## src/rtl/feistel_sbox_block_cipher_macros.svh

```systemverilog
// assertion macros shared by the cipher rtl
// no dependencies; define NO_ASSERTIONS to compile the checks out
`ifndef FEISTEL_SBOX_BLOCK_CIPHER_MACROS_SVH
`define FEISTEL_SBOX_BLOCK_CIPHER_MACROS_SVH

`ifndef NO_ASSERTIONS

// same-cycle implication
`define FSBC_ASSERT_IMP(lbl, clk, rst_n, ante, cons) \
	lbl: assert property (@(posedge clk) disable iff (!rst_n) (ante) |-> (cons)) \
		else $error("fsbc assertion failed");

// next-cycle implication
`define FSBC_ASSERT_NXT(lbl, clk, rst_n, ante, cons) \
	lbl: assert property (@(posedge clk) disable iff (!rst_n) (ante) |=> (cons)) \
		else $error("fsbc assertion failed");

`else

`define FSBC_ASSERT_IMP(lbl, clk, rst_n, ante, cons)
`define FSBC_ASSERT_NXT(lbl, clk, rst_n, ante, cons)

`endif

`endif

```

## src/rtl/fsbc_pkg.sv

```systemverilog
// shared types, constants and s-box functions for the feistel cipher
// no dependencies
`timescale 1ns / 1ps
`default_nettype none

package fsbc_pkg;

	localparam int ROUND_COUNT = 16;
	localparam int IDX_W = (ROUND_COUNT > 1) ? $clog2(ROUND_COUNT) : 1;
	localparam int ROT_W = 5;
	localparam int HALF_W = 32;
	localparam int BLOCK_W = 2 * HALF_W;
	localparam logic [IDX_W-1:0] LAST_IDX = IDX_W'(ROUND_COUNT - 1);

	localparam logic [7:0] SBOX_FWD [0:255] = '{
		8'h63, 8'h7c, 8'h77, 8'h7b, 8'hf2, 8'h6b, 8'h6f, 8'hc5,
		8'h30, 8'h01, 8'h67, 8'h2b, 8'hfe, 8'hd7, 8'hab, 8'h76,
		8'hca, 8'h82, 8'hc9, 8'h7d, 8'hfa, 8'h59, 8'h47, 8'hf0,
		8'had, 8'hd4, 8'ha2, 8'haf, 8'h9c, 8'ha4, 8'h72, 8'hc0,
		8'hb7, 8'hfd, 8'h93, 8'h26, 8'h36, 8'h3f, 8'hf7, 8'hcc,
		8'h34, 8'ha5, 8'he5, 8'hf1, 8'h71, 8'hd8, 8'h31, 8'h15,
		8'h04, 8'hc7, 8'h23, 8'hc3, 8'h18, 8'h96, 8'h05, 8'h9a,
		8'h07, 8'h12, 8'h80, 8'he2, 8'heb, 8'h27, 8'hb2, 8'h75,
		8'h09, 8'h83, 8'h2c, 8'h1a, 8'h1b, 8'h6e, 8'h5a, 8'ha0,
		8'h52, 8'h3b, 8'hd6, 8'hb3, 8'h29, 8'he3, 8'h2f, 8'h84,
		8'h53, 8'hd1, 8'h00, 8'hed, 8'h20, 8'hfc, 8'hb1, 8'h5b,
		8'h6a, 8'hcb, 8'hbe, 8'h39, 8'h4a, 8'h4c, 8'h58, 8'hcf,
		8'hd0, 8'hef, 8'haa, 8'hfb, 8'h43, 8'h4d, 8'h33, 8'h85,
		8'h45, 8'hf9, 8'h02, 8'h7f, 8'h50, 8'h3c, 8'h9f, 8'ha8,
		8'h51, 8'ha3, 8'h40, 8'h8f, 8'h92, 8'h9d, 8'h38, 8'hf5,
		8'hbc, 8'hb6, 8'hda, 8'h21, 8'h10, 8'hff, 8'hf3, 8'hd2,
		8'hcd, 8'h0c, 8'h13, 8'hec, 8'h5f, 8'h97, 8'h44, 8'h17,
		8'hc4, 8'ha7, 8'h7e, 8'h3d, 8'h64, 8'h5d, 8'h19, 8'h73,
		8'h60, 8'h81, 8'h4f, 8'hdc, 8'h22, 8'h2a, 8'h90, 8'h88,
		8'h46, 8'hee, 8'hb8, 8'h14, 8'hde, 8'h5e, 8'h0b, 8'hdb,
		8'he0, 8'h32, 8'h3a, 8'h0a, 8'h49, 8'h06, 8'h24, 8'h5c,
		8'hc2, 8'hd3, 8'hac, 8'h62, 8'h91, 8'h95, 8'he4, 8'h79,
		8'he7, 8'hc8, 8'h37, 8'h6d, 8'h8d, 8'hd5, 8'h4e, 8'ha9,
		8'h6c, 8'h56, 8'hf4, 8'hea, 8'h65, 8'h7a, 8'hae, 8'h08,
		8'hba, 8'h78, 8'h25, 8'h2e, 8'h1c, 8'ha6, 8'hb4, 8'hc6,
		8'he8, 8'hdd, 8'h74, 8'h1f, 8'h4b, 8'hbd, 8'h8b, 8'h8a,
		8'h70, 8'h3e, 8'hb5, 8'h66, 8'h48, 8'h03, 8'hf6, 8'h0e,
		8'h61, 8'h35, 8'h57, 8'hb9, 8'h86, 8'hc1, 8'h1d, 8'h9e,
		8'he1, 8'hf8, 8'h98, 8'h11, 8'h69, 8'hd9, 8'h8e, 8'h94,
		8'h9b, 8'h1e, 8'h87, 8'he9, 8'hce, 8'h55, 8'h28, 8'hdf,
		8'h8c, 8'ha1, 8'h89, 8'h0d, 8'hbf, 8'he6, 8'h42, 8'h68,
		8'h41, 8'h99, 8'h2d, 8'h0f, 8'hb0, 8'h54, 8'hbb, 8'h16
	};

	localparam logic [7:0] SBOX_INV [0:255] = '{
		8'h52, 8'h09, 8'h6a, 8'hd5, 8'h30, 8'h36, 8'ha5, 8'h38,
		8'hbf, 8'h40, 8'ha3, 8'h9e, 8'h81, 8'hf3, 8'hd7, 8'hfb,
		8'h7c, 8'he3, 8'h39, 8'h82, 8'h9b, 8'h2f, 8'hff, 8'h87,
		8'h34, 8'h8e, 8'h43, 8'h44, 8'hc4, 8'hde, 8'he9, 8'hcb,
		8'h54, 8'h7b, 8'h94, 8'h32, 8'ha6, 8'hc2, 8'h23, 8'h3d,
		8'hee, 8'h4c, 8'h95, 8'h0b, 8'h42, 8'hfa, 8'hc3, 8'h4e,
		8'h08, 8'h2e, 8'ha1, 8'h66, 8'h28, 8'hd9, 8'h24, 8'hb2,
		8'h76, 8'h5b, 8'ha2, 8'h49, 8'h6d, 8'h8b, 8'hd1, 8'h25,
		8'h72, 8'hf8, 8'hf6, 8'h64, 8'h86, 8'h68, 8'h98, 8'h16,
		8'hd4, 8'ha4, 8'h5c, 8'hcc, 8'h5d, 8'h65, 8'hb6, 8'h92,
		8'h6c, 8'h70, 8'h48, 8'h50, 8'hfd, 8'hed, 8'hb9, 8'hda,
		8'h5e, 8'h15, 8'h46, 8'h57, 8'ha7, 8'h8d, 8'h9d, 8'h84,
		8'h90, 8'hd8, 8'hab, 8'h00, 8'h8c, 8'hbc, 8'hd3, 8'h0a,
		8'hf7, 8'he4, 8'h58, 8'h05, 8'hb8, 8'hb3, 8'h45, 8'h06,
		8'hd0, 8'h2c, 8'h1e, 8'h8f, 8'hca, 8'h3f, 8'h0f, 8'h02,
		8'hc1, 8'haf, 8'hbd, 8'h03, 8'h01, 8'h13, 8'h8a, 8'h6b,
		8'h3a, 8'h91, 8'h11, 8'h41, 8'h4f, 8'h67, 8'hdc, 8'hea,
		8'h97, 8'hf2, 8'hcf, 8'hce, 8'hf0, 8'hb4, 8'he6, 8'h73,
		8'h96, 8'hac, 8'h74, 8'h22, 8'he7, 8'had, 8'h35, 8'h85,
		8'he2, 8'hf9, 8'h37, 8'he8, 8'h1c, 8'h75, 8'hdf, 8'h6e,
		8'h47, 8'hf1, 8'h1a, 8'h71, 8'h1d, 8'h29, 8'hc5, 8'h89,
		8'h6f, 8'hb7, 8'h62, 8'h0e, 8'haa, 8'h18, 8'hbe, 8'h1b,
		8'hfc, 8'h56, 8'h3e, 8'h4b, 8'hc6, 8'hd2, 8'h79, 8'h20,
		8'h9a, 8'hdb, 8'hc0, 8'hfe, 8'h78, 8'hcd, 8'h5a, 8'hf4,
		8'h1f, 8'hdd, 8'ha8, 8'h33, 8'h88, 8'h07, 8'hc7, 8'h31,
		8'hb1, 8'h12, 8'h10, 8'h59, 8'h27, 8'h80, 8'hec, 8'h5f,
		8'h60, 8'h51, 8'h7f, 8'ha9, 8'h19, 8'hb5, 8'h4a, 8'h0d,
		8'h2d, 8'he5, 8'h7a, 8'h9f, 8'h93, 8'hc9, 8'h9c, 8'hef,
		8'ha0, 8'he0, 8'h3b, 8'h4d, 8'hae, 8'h2a, 8'hf5, 8'hb0,
		8'hc8, 8'heb, 8'hbb, 8'h3c, 8'h83, 8'h53, 8'h99, 8'h61,
		8'h17, 8'h2b, 8'h04, 8'h7e, 8'hba, 8'h77, 8'hd6, 8'h26,
		8'he1, 8'h69, 8'h14, 8'h63, 8'h55, 8'h21, 8'h0c, 8'h7d
	};

	typedef enum logic [2:0] {
		ST_IDLE,
		ST_EXP,
		ST_PRIME,
		ST_ENC,
		ST_DEC,
		ST_OUT
	} fsbc_state_t;

	typedef struct packed {
		logic             load;
		logic             step;
		logic [IDX_W-1:0] step_idx;
		logic             rd_en;
		logic [IDX_W-1:0] rd_idx;
	} fsbc_key_ctrl_t;

	function automatic logic [HALF_W-1:0] sub_fwd(input logic [HALF_W-1:0] x);
		return {SBOX_FWD[x[31:24]], SBOX_FWD[x[23:16]], SBOX_FWD[x[15:8]], SBOX_FWD[x[7:0]]};
	endfunction

	function automatic logic [HALF_W-1:0] sub_inv(input logic [HALF_W-1:0] x);
		return {SBOX_INV[x[31:24]], SBOX_INV[x[23:16]], SBOX_INV[x[15:8]], SBOX_INV[x[7:0]]};
	endfunction

	function automatic logic [HALF_W-1:0] rotl32(input logic [HALF_W-1:0] x,
			input logic [ROT_W-1:0] n);
		logic [BLOCK_W-1:0] w;
		w = {x, x} << n;
		return w[BLOCK_W-1:HALF_W];
	endfunction

endpackage

`default_nettype wire

```

## src/rtl/fsbc_key_sched.sv

```systemverilog
// key register, one-step key expansion unit and round key store
// depends on fsbc_pkg and feistel_sbox_block_cipher_macros.svh
`timescale 1ns / 1ps
`default_nettype none
`include "feistel_sbox_block_cipher_macros.svh"

module fsbc_key_sched (
	input  wire logic                         clk,
	input  wire logic                         arst_n,
	input  wire logic                         cfg_wen,
	input  wire logic [fsbc_pkg::HALF_W-1:0]  cfg_wdata,
	input  wire fsbc_pkg::fsbc_key_ctrl_t     ctrl,
	output logic      [fsbc_pkg::HALF_W-1:0]  step_key,
	output logic      [fsbc_pkg::HALF_W-1:0]  rd_key,
	output logic                              keys_valid
);
	import fsbc_pkg::*;

	logic [HALF_W-1:0] cipher_key_q;
	logic [HALF_W-1:0] key_q;
	logic [HALF_W-1:0] rd_key_q;
	logic              keys_valid_q;
	logic [HALF_W-1:0] key_store [0:ROUND_COUNT-1];
	logic [ROT_W-1:0]  rot_amt;

	// round r rotates by r, with r counted from one
	assign rot_amt  = ROT_W'(ctrl.step_idx) + ROT_W'(1);
	assign step_key = rotl32(sub_fwd(key_q), rot_amt);

	always_ff @(posedge clk or negedge arst_n) begin
		if (!arst_n) begin
			cipher_key_q <= '0;
			keys_valid_q <= 1'b0;
		end else begin
			if (cfg_wen) begin
				cipher_key_q <= cfg_wdata;
			end
			if (cfg_wen) begin
				keys_valid_q <= 1'b0;
			end else if (ctrl.step && ctrl.step_idx == LAST_IDX) begin
				keys_valid_q <= 1'b1;
			end
		end
	end

	always_ff @(posedge clk) begin
		if (ctrl.load) begin
			key_q <= cipher_key_q;
		end else if (ctrl.step) begin
			key_q <= step_key;
		end
	end

	always_ff @(posedge clk) begin
		if (ctrl.step) begin
			key_store[ctrl.step_idx] <= step_key;
		end
	end

	always_ff @(posedge clk) begin
		if (ctrl.rd_en) begin
			rd_key_q <= key_store[ctrl.rd_idx];
		end
	end

	assign rd_key     = rd_key_q;
	assign keys_valid = keys_valid_q;

	`FSBC_ASSERT_NXT(a_cfg_drops_keys, clk, arst_n, cfg_wen, !keys_valid_q)
	`FSBC_ASSERT_NXT(a_last_step_sets_valid, clk, arst_n,
		ctrl.step && ctrl.step_idx == LAST_IDX && !cfg_wen, keys_valid_q)
	`FSBC_ASSERT_IMP(a_no_read_while_step, clk, arst_n, ctrl.step, !ctrl.rd_en)

endmodule

`default_nettype wire

```

## src/rtl/feistel_sbox_block_cipher.sv

```systemverilog
// 64-bit feistel cipher, 16 rounds, one shared round unit under a sequencer
// depends on fsbc_pkg, fsbc_key_sched and feistel_sbox_block_cipher_macros.svh
//
// usage:
//   s_tdata carries the 64-bit block (left half in bits 63:32), s_tuser selects
//   encrypt (0) or decrypt (1); one item in gives one item out on m_tdata.
//   cfg_wen/cfg_wdata load the 32-bit key; write it only while the block is idle.
// timing:
//   one round per cycle through a single round unit. an encrypt item runs its
//   rounds after the accept, with round keys derived on the fly and saved in a
//   16-entry key store. decrypt reads the store in reverse when it already
//   holds keys of the current key, otherwise it first runs 16 expansion steps
//   and a read prime. a key write invalidates the store.
//   s_tready is high only while the sequencer is idle.
// reset:
//   arst_n clears the sequencer, the output valid, the key and the store flag.
// stalls:
//   a finished result sits in the output register; if it has not been taken
//   when the next one finishes, the sequencer holds that one until it is.
`timescale 1ns / 1ps
`default_nettype none
`include "feistel_sbox_block_cipher_macros.svh"

module feistel_sbox_block_cipher (
	input  wire logic                          clk,
	input  wire logic                          arst_n,
	input  wire logic                          cfg_wen,
	input  wire logic [fsbc_pkg::HALF_W-1:0]   cfg_wdata,
	input  wire logic                          s_tvalid,
	output logic                               s_tready,
	input  wire logic [fsbc_pkg::BLOCK_W-1:0]  s_tdata,  // data_block
	input  wire logic                          s_tuser,  // func
	output logic                               m_tvalid,
	input  wire logic                          m_tready,
	output logic      [fsbc_pkg::BLOCK_W-1:0]  m_tdata   // result_block
);
	import fsbc_pkg::*;

	fsbc_state_t      state_q;
	fsbc_state_t      state_nxt;
	fsbc_key_ctrl_t   key_ctrl;
	logic [IDX_W-1:0] cnt_q;
	logic             dec_q;
	logic [HALF_W-1:0] left_q;
	logic [HALF_W-1:0] right_q;
	logic [HALF_W-1:0] left_nxt;
	logic [HALF_W-1:0] right_nxt;
	logic [HALF_W-1:0] step_key;
	logic [HALF_W-1:0] rd_key;
	logic [HALF_W-1:0] round_key;
	logic [HALF_W-1:0] f_out;
	logic [HALF_W-1:0] mixed;
	logic              keys_valid;
	logic              accept;
	logic              out_free;
	logic              cnt_last;
	logic              cnt_step;
	logic              round_en;
	logic              out_load;
	logic              m_tvalid_q;
	logic [BLOCK_W-1:0] m_tdata_q;

	fsbc_key_sched u_key_sched (
		.clk        (clk),
		.arst_n     (arst_n),
		.cfg_wen    (cfg_wen),
		.cfg_wdata  (cfg_wdata),
		.ctrl       (key_ctrl),
		.step_key   (step_key),
		.rd_key     (rd_key),
		.keys_valid (keys_valid)
	);

	assign accept   = s_tvalid && s_tready;
	assign out_free = !m_tvalid_q || m_tready;
	assign cnt_last = (cnt_q == LAST_IDX);

	// next state
	always_comb begin
		state_nxt = state_q;
		unique case (state_q) inside
			ST_IDLE: begin
				if (accept) begin
					if (!s_tuser) begin
						state_nxt = ST_ENC;
					end else if (keys_valid) begin
						state_nxt = ST_DEC;
					end else begin
						state_nxt = ST_EXP;
					end
				end
			end
			ST_EXP: begin
				if (cnt_last) begin
					state_nxt = ST_PRIME;
				end
			end
			ST_PRIME: begin
				state_nxt = ST_DEC;
			end
			ST_ENC, ST_DEC: begin
				if (cnt_last) begin
					state_nxt = out_free ? ST_IDLE : ST_OUT;
				end
			end
			ST_OUT: begin
				if (out_free) begin
					state_nxt = ST_IDLE;
				end
			end
			default: begin
				state_nxt = ST_IDLE;
			end
		endcase
	end

	// outputs of the sequencer
	always_comb begin
		s_tready          = 1'b0;
		cnt_step          = 1'b0;
		round_en          = 1'b0;
		out_load          = 1'b0;
		key_ctrl.load     = 1'b0;
		key_ctrl.step     = 1'b0;
		key_ctrl.step_idx = cnt_q;
		key_ctrl.rd_en    = 1'b0;
		key_ctrl.rd_idx   = LAST_IDX;
		unique case (state_q)
			ST_IDLE: begin
				s_tready       = 1'b1;
				key_ctrl.load  = s_tvalid;
				key_ctrl.rd_en = s_tvalid && s_tuser && keys_valid;
			end
			ST_EXP: begin
				cnt_step      = 1'b1;
				key_ctrl.step = 1'b1;
			end
			ST_PRIME: begin
				key_ctrl.rd_en = 1'b1;
			end
			ST_ENC: begin
				cnt_step      = 1'b1;
				round_en      = 1'b1;
				key_ctrl.step = 1'b1;
				out_load      = cnt_last && out_free;
			end
			ST_DEC: begin
				cnt_step        = 1'b1;
				round_en        = 1'b1;
				key_ctrl.rd_en  = !cnt_last;
				key_ctrl.rd_idx = LAST_IDX - cnt_q - IDX_W'(1);
				out_load        = cnt_last && out_free;
			end
			ST_OUT: begin
				out_load = out_free;
			end
			default: begin
				s_tready = 1'b0;
			end
		endcase
	end

	// shared round unit
	assign round_key = dec_q ? rd_key : step_key;
	assign f_out     = sub_inv((dec_q ? left_q : right_q) ^ round_key);
	assign mixed     = (dec_q ? right_q : left_q) ^ f_out;
	assign left_nxt  = dec_q ? mixed : right_q;
	assign right_nxt = dec_q ? left_q : mixed;

	always_ff @(posedge clk or negedge arst_n) begin
		if (!arst_n) begin
			state_q    <= ST_IDLE;
			cnt_q      <= '0;
			m_tvalid_q <= 1'b0;
		end else begin
			state_q <= state_nxt;
			if (cnt_step) begin
				cnt_q <= cnt_last ? '0 : cnt_q + IDX_W'(1);
			end
			if (out_load) begin
				m_tvalid_q <= 1'b1;
			end else if (m_tready) begin
				m_tvalid_q <= 1'b0;
			end
		end
	end

	always_ff @(posedge clk or negedge arst_n) begin
		if (!arst_n) begin
			left_q  <= '0;
			right_q <= '0;
		end else if (accept) begin
			left_q  <= s_tdata[BLOCK_W-1:HALF_W];
			right_q <= s_tdata[HALF_W-1:0];
		end else if (round_en) begin
			left_q  <= left_nxt;
			right_q <= right_nxt;
		end
	end

	always_ff @(posedge clk) begin
		if (accept) begin
			dec_q <= s_tuser;
		end
		if (out_load) begin
			m_tdata_q <= (state_q == ST_OUT) ? {left_q, right_q} : {left_nxt, right_nxt};
		end
	end

	assign m_tvalid = m_tvalid_q;
	assign m_tdata  = m_tdata_q;

	`FSBC_ASSERT_NXT(a_busy_after_accept, clk, arst_n, accept, !s_tready)
	`FSBC_ASSERT_IMP(a_dec_needs_keys, clk, arst_n, state_q == ST_DEC, keys_valid)
	`FSBC_ASSERT_NXT(a_result_after_last_round, clk, arst_n,
		round_en && cnt_last && out_free, m_tvalid_q)
	`FSBC_ASSERT_IMP(a_no_cfg_while_busy, clk, arst_n,
		state_q == ST_ENC || state_q == ST_DEC || state_q == ST_EXP, !cfg_wen)

endmodule

`default_nettype wire

```

## config.mk

```make
export PLATFORM = sky130hd
export DESIGN_NAME = feistel_sbox_block_cipher
export DESIGN_NICKNAME = d
export VERILOG_FILES = /design/src/rtl/fsbc_pkg.sv /design/src/rtl/fsbc_key_sched.sv /design/src/rtl/feistel_sbox_block_cipher.sv
export VERILOG_INCLUDE_DIRS = /design/src /design/src/rtl
export SDC_FILE = /design/constraint.sdc
export NUM_CORES = 2
export LEC_CHECK = 0
export ABC_CLOCK_PERIOD_IN_PS = 13100
export BUFFER_PORTS_ARGS = -buffer_cell sky130_fd_sc_hd__buf_2
export CORE_AREA = 2 2 410 412
export DETAILED_ROUTE_END_ITERATION = 7
export DIE_AREA = 0 0 412 414
export GPL_TIMING_DRIVEN = 1
export HOLD_SLACK_MARGIN = 0.08
export PLACE_DENSITY_LB_ADDON = 0.12
export SKIP_CTS_REPAIR_TIMING = 1
export SYNTH_ARGS = -nofsm -noshare
export SYNTH_HDL_FRONTEND = slang
export SYNTH_SLANG_ARGS = --single-unit
```

## constraint.sdc

```tcl
create_clock -name clk -period 13.1 [get_ports clk]
set_input_delay 1.31 -clock clk [delete_from_list [all_inputs] [get_ports clk]]
set_output_delay 1.31 -clock clk [all_outputs]
set_load 0.02 [all_outputs]
```

* After elaboration in Yosys (flattened, before gate mapping)
Memories as Yosys holds them, arrays and structs flattened. A register that Yosys moved wholly into a read port is not among the register bits.
Index checks and enable logic that the tools add are counted.
** Storage, ports and cells
- Bits in writable memories :: 512
- Input port bits :: 102
- Output and inout bits :: 66
- Bits in registers :: 202
- Memory bits (read-only) :: 16384
- Memories kept :: 9
** Cells by class
- Mux-type cells :: 51
- Eq/ne operators :: 10
- Add/subtract/negate cells :: 4
- Shift operators :: 1
- Bitwise logic cells :: 10
- Reduce and logical (&&, ||, !) cells :: 17
- Order comparisons :: 8
** Memories
- (name not given) :: depth 256, width 8, read ports 1, clocked after Yosys merged registers in 0, wr ports 0, RTL line fsbc_pkg.sv:103 : return {SBOX_FWD[x[31:24]], SBOX_FWD[x[23:16]], SBOX_FWD[x[15:8]], SBOX_FWD[x[7:0]]};
- (name not given) :: depth 256, width 8, read ports 1, clocked after Yosys merged registers in 0, wr ports 0, RTL line fsbc_pkg.sv:103
- (name not given) :: depth 256, width 8, read ports 1, clocked after Yosys merged registers in 0, wr ports 0, RTL line fsbc_pkg.sv:103
- (name not given) :: depth 256, width 8, read ports 1, clocked after Yosys merged registers in 0, wr ports 0, RTL line fsbc_pkg.sv:107 : return {SBOX_INV[x[31:24]], SBOX_INV[x[23:16]], SBOX_INV[x[15:8]], SBOX_INV[x[7:0]]};
- (name not given) :: depth 256, width 8, read ports 1, clocked after Yosys merged registers in 0, wr ports 0, RTL line fsbc_pkg.sv:107
- (name not given) :: depth 256, width 8, read ports 1, clocked after Yosys merged registers in 0, wr ports 0, RTL line fsbc_pkg.sv:107
- 3 more memories
** Operators by type and width (number)
- $mux 32 :: 11
- $mux 8 :: 16
- $ge 9x9->1 const B :: 8
- $not 8->9 :: 8
- $mux 64 :: 1
- $shl 64x5->64 :: 1
- $xor 32x32->32 :: 2
- $mux 3 :: 7
- $pmux 3 s5 :: 1
- $mux 1 :: 11
- $mux 4 :: 2
- $reduce_bool 2->1 :: 4
- $eq 3x2->1 const B :: 2
- $eq 3x3->1 const B :: 2
- $ne 2x2->1 const B :: 3
- $add 4x1->5 const B :: 1
- $logic_and 1x1->1 :: 5
- $add 4x1->4 const B :: 1
- $eq 4x4->1 const B :: 1
- $reduce_and 4->1 :: 1
- $reduce_or 2->1 :: 2
- $sub 4x1->4 const B :: 1
- $sub 4x4->4 const A :: 1
- $eq 3x1->1 const B :: 1
- other kinds (7) :: 8

* Logic depth before layout (Yosys ltp)
- Word-level depth :: 15
- Gate-level depth with buffers :: 32
- Gate-level depth less buffers :: 24

* Hierarchy
Synthesis repeated with hierarchy kept, for this count alone.
** Unflattened totals
- Cells, all modules :: 6859
- Area, all modules :: 63343.3 sq um
** By module, submodules not included
- fsbc_key_sched :: area an instance 40996.8 sq um, times used 1, cells an instance 3710
- feistel_sbox_block_cipher :: area an instance 22346.4 sq um, times used 1, cells an instance 3149

* Worst setup path after synthesis
No wires, ideal clock.
- Path kind :: register -> register
- Start point :: reg u_key_sched.key_q[1]
- End point :: reg m_tdata_q[38], in the netlist m_tdata[38] (data pin)
- Data required time :: 12.948 ns
- Arrival :: 7.568 ns
- Path buffers :: 6
- Setup slack :: 5.381 ns
- Cell stages (with the launch flop) :: 29
- Period minus slack after synthesis :: 7.719 ns
- Path through :: edfxtp_1 -> buf_2 -> buf_2 -> buf_1 -> inv_1 -> ha_1 -> clkbuf_1 -> clkbuf_1 -> mux2i_1 -> a221oi_1 -> nand2_1 -> a2111oi_0 -> a31oi_1 -> nand3_1 -> o2111ai_1 -> o21ai_0 -> nand4_1 -> a31oi_1 -> inv_1 -> ha_1 -> clkbuf_1 -> a41oi_1 -> nor2_1 -> a211o_1 -> a311o_1 -> a2111oi_2 -> nor3_2 -> a21o_1 -> a31oi_1
** Between the ends
- Word-level cells in the longest chain between the ends :: 14
** Ends and longest elaborated chain
- start: declaration :: RTL line fsbc_key_sched.sv:20 : logic [HALF_W-1:0] key_q;
- start signal: assignment :: RTL line fsbc_key_sched.sv:48 : key_q <= cipher_key_q;
- start signal: assignment :: RTL line fsbc_key_sched.sv:50 : key_q <= step_key;
- $not 8->9 (implied by the code) :: RTL line fsbc_pkg.sv:103
- $mem_v2 256x8
- $mux 8 (implied by the code) (2 in series) :: RTL line fsbc_pkg.sv:103
- $shl 64x5->64 :: RTL line fsbc_pkg.sv:113 : w = {x, x} << n;
- net step_key[1] :: RTL line feistel_sbox_block_cipher.sv:48 : logic [HALF_W-1:0] step_key;
- $mux 32 :: RTL line feistel_sbox_block_cipher.sv:164 : assign round_key = dec_q ? rd_key : step_key;
- $xor 32x32->32 :: RTL line feistel_sbox_block_cipher.sv:165 : assign f_out = sub_inv((dec_q ? left_q : right_q) ^ round_key);
- $not 8->9 (implied by the code) :: RTL line fsbc_pkg.sv:107
- $mem_v2 256x8
- $mux 8 (implied by the code) (2 in series) :: RTL line fsbc_pkg.sv:107
- $xor 32x32->32 :: RTL line feistel_sbox_block_cipher.sv:166 : assign mixed = (dec_q ? right_q : left_q) ^ f_out;
- $mux 32 :: RTL line feistel_sbox_block_cipher.sv:167 : assign left_nxt = dec_q ? mixed : right_q;
- $mux 64 :: RTL line feistel_sbox_block_cipher.sv:206 : m_tdata_q <= (state_q == ST_OUT) ? {left_q, right_q} : {left_nxt, right_nxt};
- end signal: assignment :: RTL line feistel_sbox_block_cipher.sv:206
- end: declaration :: RTL line feistel_sbox_block_cipher.sv:61 : logic [BLOCK_W-1:0] m_tdata_q;
The timed path passes the listed nets, and every way through them passes these cells. The select of a mux whose other input is x is not followed.
A chain may end at the register's enable or synchronous reset.

* Worst setup path in the final report
- Start point :: reg u_key_sched.key_q[25]
- End point :: reg m_tdata_q[22], in the netlist m_tdata[22] (data pin)
** Between the ends
- Word-level cells in the longest chain between the ends :: 14
** Ends and longest elaborated chain
- $not 8->9 (implied by the code) :: RTL line fsbc_pkg.sv:103
- $mem_v2 256x8
- $mux 8 (implied by the code) (2 in series) :: RTL line fsbc_pkg.sv:103
- $shl 64x5->64 :: RTL line fsbc_pkg.sv:113
- $mux 32 :: RTL line feistel_sbox_block_cipher.sv:164
- $xor 32x32->32 :: RTL line feistel_sbox_block_cipher.sv:165
- $not 8->9 (implied by the code) :: RTL line fsbc_pkg.sv:107
- $mem_v2 256x8
- $mux 8 (implied by the code) (2 in series) :: RTL line fsbc_pkg.sv:107
- $xor 32x32->32 :: RTL line feistel_sbox_block_cipher.sv:166
- $mux 32 :: RTL line feistel_sbox_block_cipher.sv:168 : assign right_nxt = dec_q ? left_q : mixed;
- $mux 64 :: RTL line feistel_sbox_block_cipher.sv:206
Every way passes these cells. The select of a mux whose other input is x is not followed.

==> qor.yml <==
global_route.usage.total_pct: 39.8
mappedNetlistArea_um2: 66000
crit_slowest_cell: "sky130_fd_sc_hd__nor4_1"
layout.cells.most_common: "sky130_fd_sc_hd__edfxtp_1"
avgSynthCellArea_um2: 8.65
worstSkewPairLatency_ns: 0.80
final_layout_size_suffix_gt1_share_pct: 13.6
asyncSetResetFlopFracSynth_pct: 14.1
cts-buffers-inserted: 85
path_max_fanout: 35
grt_start_max_net_pins: 131
dr.pass1.iters: 8
status: "finished, violations left"
vias_in_the_first_global_route: 64665
cts_tree: "built"
timing.critical_path.arrival_ns: 11.76
fp.coreArea_um2: 166000
drtAntennaViolNets: 0
port-buffer-count: 167
place_inst: 9446
antenna_found_initial: 15
crit-reg2reg-capture: "m_tdata[22]"
report.final.setup_viol: 0
required_time_at_the_worst_slack_endpoint_ns: 13.52
synthFlopType: "sky130_fd_sc_hd__edfxtp_1"
gp_congestion: 1.07
floorplan.die.height_um: 414
worst_slew_margin_rel_pct: -1.30
drv.max_cap_violation_count: 1
postLayoutCoreUtil_pct: 42.8
routed_wirelength_um: 355000
layout_min_cycle_time_ns: 11.34
area_growth_syn_to_layout_pct: 7.92
clock-skew-final_ns: 0.117
critPathLaunchType: "register"
synthDistinctLibCells: 129
synthesis.instances: 7629
htree_levels: 3
rsz0062_at_grt: "false"
slew_violations: 5
regArea_um2: 21900
fp-row-count: 150
reg2reg_setup_slack_ns: 1.76
yosysWarnings: 0
vias: 70447
clock_sink_count: 746
final_cell_mix: "641 x sky130_fd_sc_hd__edfxtp_1, 613 x sky130_fd_sc_hd__nor2_1, 610 x sky130_fd_sc_hd__nand2_1"
vias_per_cell: 7.33
min_delay_worst_endpoint: "u_key_sched.cipher_key_q[27]"
post_layout_nonfiller_instances: 9609
longest_individual_stage_delay_on_the_worst_path_ns: 1.00
postSynthNetCount: 7869
die_width_um: 412
final_hold_fails: 0
first_pass_grt_wire_length_um: 500000
count_of_filler_cells_inserted_in_the_layout: 16564
violations: "DRC, capacitance limit, slew limit"
cts.clk_slew.worst_paths_ns: 0.07
yosys_register_bits: 746
congestion_overflow_gr: 0
rr_startpoint: "u_key_sched.key_q[25]"
worst_min_path_start: "u_key_sched.cipher_key_q[27]"
finish.net_count: 7570
max-clock-path-buffers: 3
drc_errors: 2
synth_edf_count: 641
critPathKind: "reg -> reg"
multi_input_area_um2: 40500
min_path_cells: 1
end_kind: "register"
cells_on_worst_reg2reg_path: 25
post-dp-hpwl_um: 244000
initial_core_util_pct: 39.7
min-delay-path-class: "reg -> reg"
finalSetupTns_ns: 0
max_slew.worst_pin.slew_ns: 1.51
route.detailed.wl_per_inst_um: 37.0
design.portCount: 168
ys_seq_area_share_pct: 33.2
max_freq_mhz: 88.2
cts_root_buf: "sky130_fd_sc_hd__clkbuf_16"
detail_route.iter0.violations: 12414
timing.final.crit_share_pct: 86.6
die_area_um2: 171000
==> cells by family (layout without fill, tap and decap cells) <==
logic type,Yosys count,after routing,synth area share (%)
other,0,5,0
XOR/XNOR,83,83,1.11
AO/OA/AOI/OAI,2854,2854,30.8
AND/OR/NAND/NOR,2413,2413,17.9
multiplexers,478,478,8.28
buffers and inverters,917,688,6.18
flip-flops,746,746,33.2
adder cells (fa/ha/maj),138,138,2.62
==> cell usage after synthesis, types with 63 or more instances <==
library cell | number | share of area (%)
sky130_fd_sc_hd__a211oi_1 | 149 | 1.7
sky130_fd_sc_hd__o221ai_1 | 106 | 1.4
sky130_fd_sc_hd__a221oi_1 | 111 | 1.5
sky130_fd_sc_hd__nand3_1 | 209 | 1.6
sky130_fd_sc_hd__ha_1 | 138 | 2.6
sky130_fd_sc_hd__buf_2 | 207 | 1.6
sky130_fd_sc_hd__mux2i_1 | 230 | 3.5
sky130_fd_sc_hd__nand2_1 | 617 | 3.5
sky130_fd_sc_hd__o31ai_1 | 108 | 1.2
sky130_fd_sc_hd__mux2_2 | 209 | 3.6
sky130_fd_sc_hd__and2_1 | 77 | 0.73
sky130_fd_sc_hd__a21oi_1 | 548 | 4.2
sky130_fd_sc_hd__o211ai_1 | 144 | 1.6
sky130_fd_sc_hd__o21ai_0 | 455 | 3.5
sky130_fd_sc_hd__a31oi_1 | 170 | 1.6
sky130_fd_sc_hd__nor2_1 | 635 | 3.6
sky130_fd_sc_hd__dfrtp_1 | 105 | 4.0
sky130_fd_sc_hd__inv_1 | 93 | 0.53
sky130_fd_sc_hd__nand2b_1 | 173 | 1.6
sky130_fd_sc_hd__nand4_1 | 63 | 0.60
sky130_fd_sc_hd__edfxtp_1 | 641 | 29
sky130_fd_sc_hd__and3_1 | 83 | 0.79
sky130_fd_sc_hd__nor2b_1 | 104 | 0.99
sky130_fd_sc_hd__nor3_1 | 177 | 1.3
sky130_fd_sc_hd__a311oi_1 | 66 | 0.88
sky130_fd_sc_hd__buf_1 | 70 | 0.40
sky130_fd_sc_hd__clkbuf_1 | 448 | 2.5
==> final cells by class <==
type / count / share of cell area (%)
Timing Repair Buffer: 419 / 3.94
Multi-Input combinational cell: 5966 / 56.9
Sequential cell: 746 / 30.7
Clock buffer: 109 / 3.19
Tap cell: 2204 / 3.87
Inverter: 112 / 0.601
Clock inverter: 48 / 0.740
Antenna cell: 5 / 0.0176
==> worst max path at each step <==
stage,slack [ns],from,end,cells past startpoint
after floorplan,5.38,u_key_sched.key_q[1],m_tdata[38],28
after global placement,2.29,u_key_sched.key_q[25],m_tdata[22],25
after detailed placement,2.46,u_key_sched.key_q[25],m_tdata[22],25
after CTS,2.34,u_key_sched.key_q[25],m_tdata[52],25
after global routing,1.64,u_key_sched.key_q[25],m_tdata[22],25
final,1.76,u_key_sched.key_q[25],m_tdata[22],25
==> metrics by stage <==
stage,setup slack [ns],area (µm²),hold WS [ns]
floorplan,5.38,66000,0.477
global placement,2.29,68400,0.489
detailed placement,2.46,68400,0.495
CTS,2.34,71200,0.510
global route,1.64,71200,0.515
finish,1.76,71200,0.510
==> state kept, by name, summed over array words and instances (netlist names) <==
name,count
state_q,3
u_key_sched.keys_valid,1
cnt_q,4
m_tvalid,1
right_q,32
u_key_sched.rd_key,32
dec_q,1
m_tdata,64
u_key_sched.key_store,512
left_q,32
u_key_sched.cipher_key_q,32
u_key_sched.key_q,32
==> worst max-delay path: cells and delay by family (launching register included) <==
family | cells | cell delay (ns)
AOI/OAI and AO/OA | 13 | 3.81
adders and majority gates | 2 | 1.80
buffers and inverters | 5 | 2.04
DFF | 1 | 0.32
muxes | 1 | 0.52
and+or+nand+nor | 4 | 2.42
==> metal layers <==
layer	track usage, %	vias to the layer above	share of wire (%)
li1	-	29201	-
met3	9.33	1131	11
met1	53.6	34726	40
met5	0	-	0.015
met2	59.0	5381	43
met4	20.7	8	6.5
Power is not shown: default switching activity piles up to over one toggle a cycle in this logic, so the estimate is an artifact.
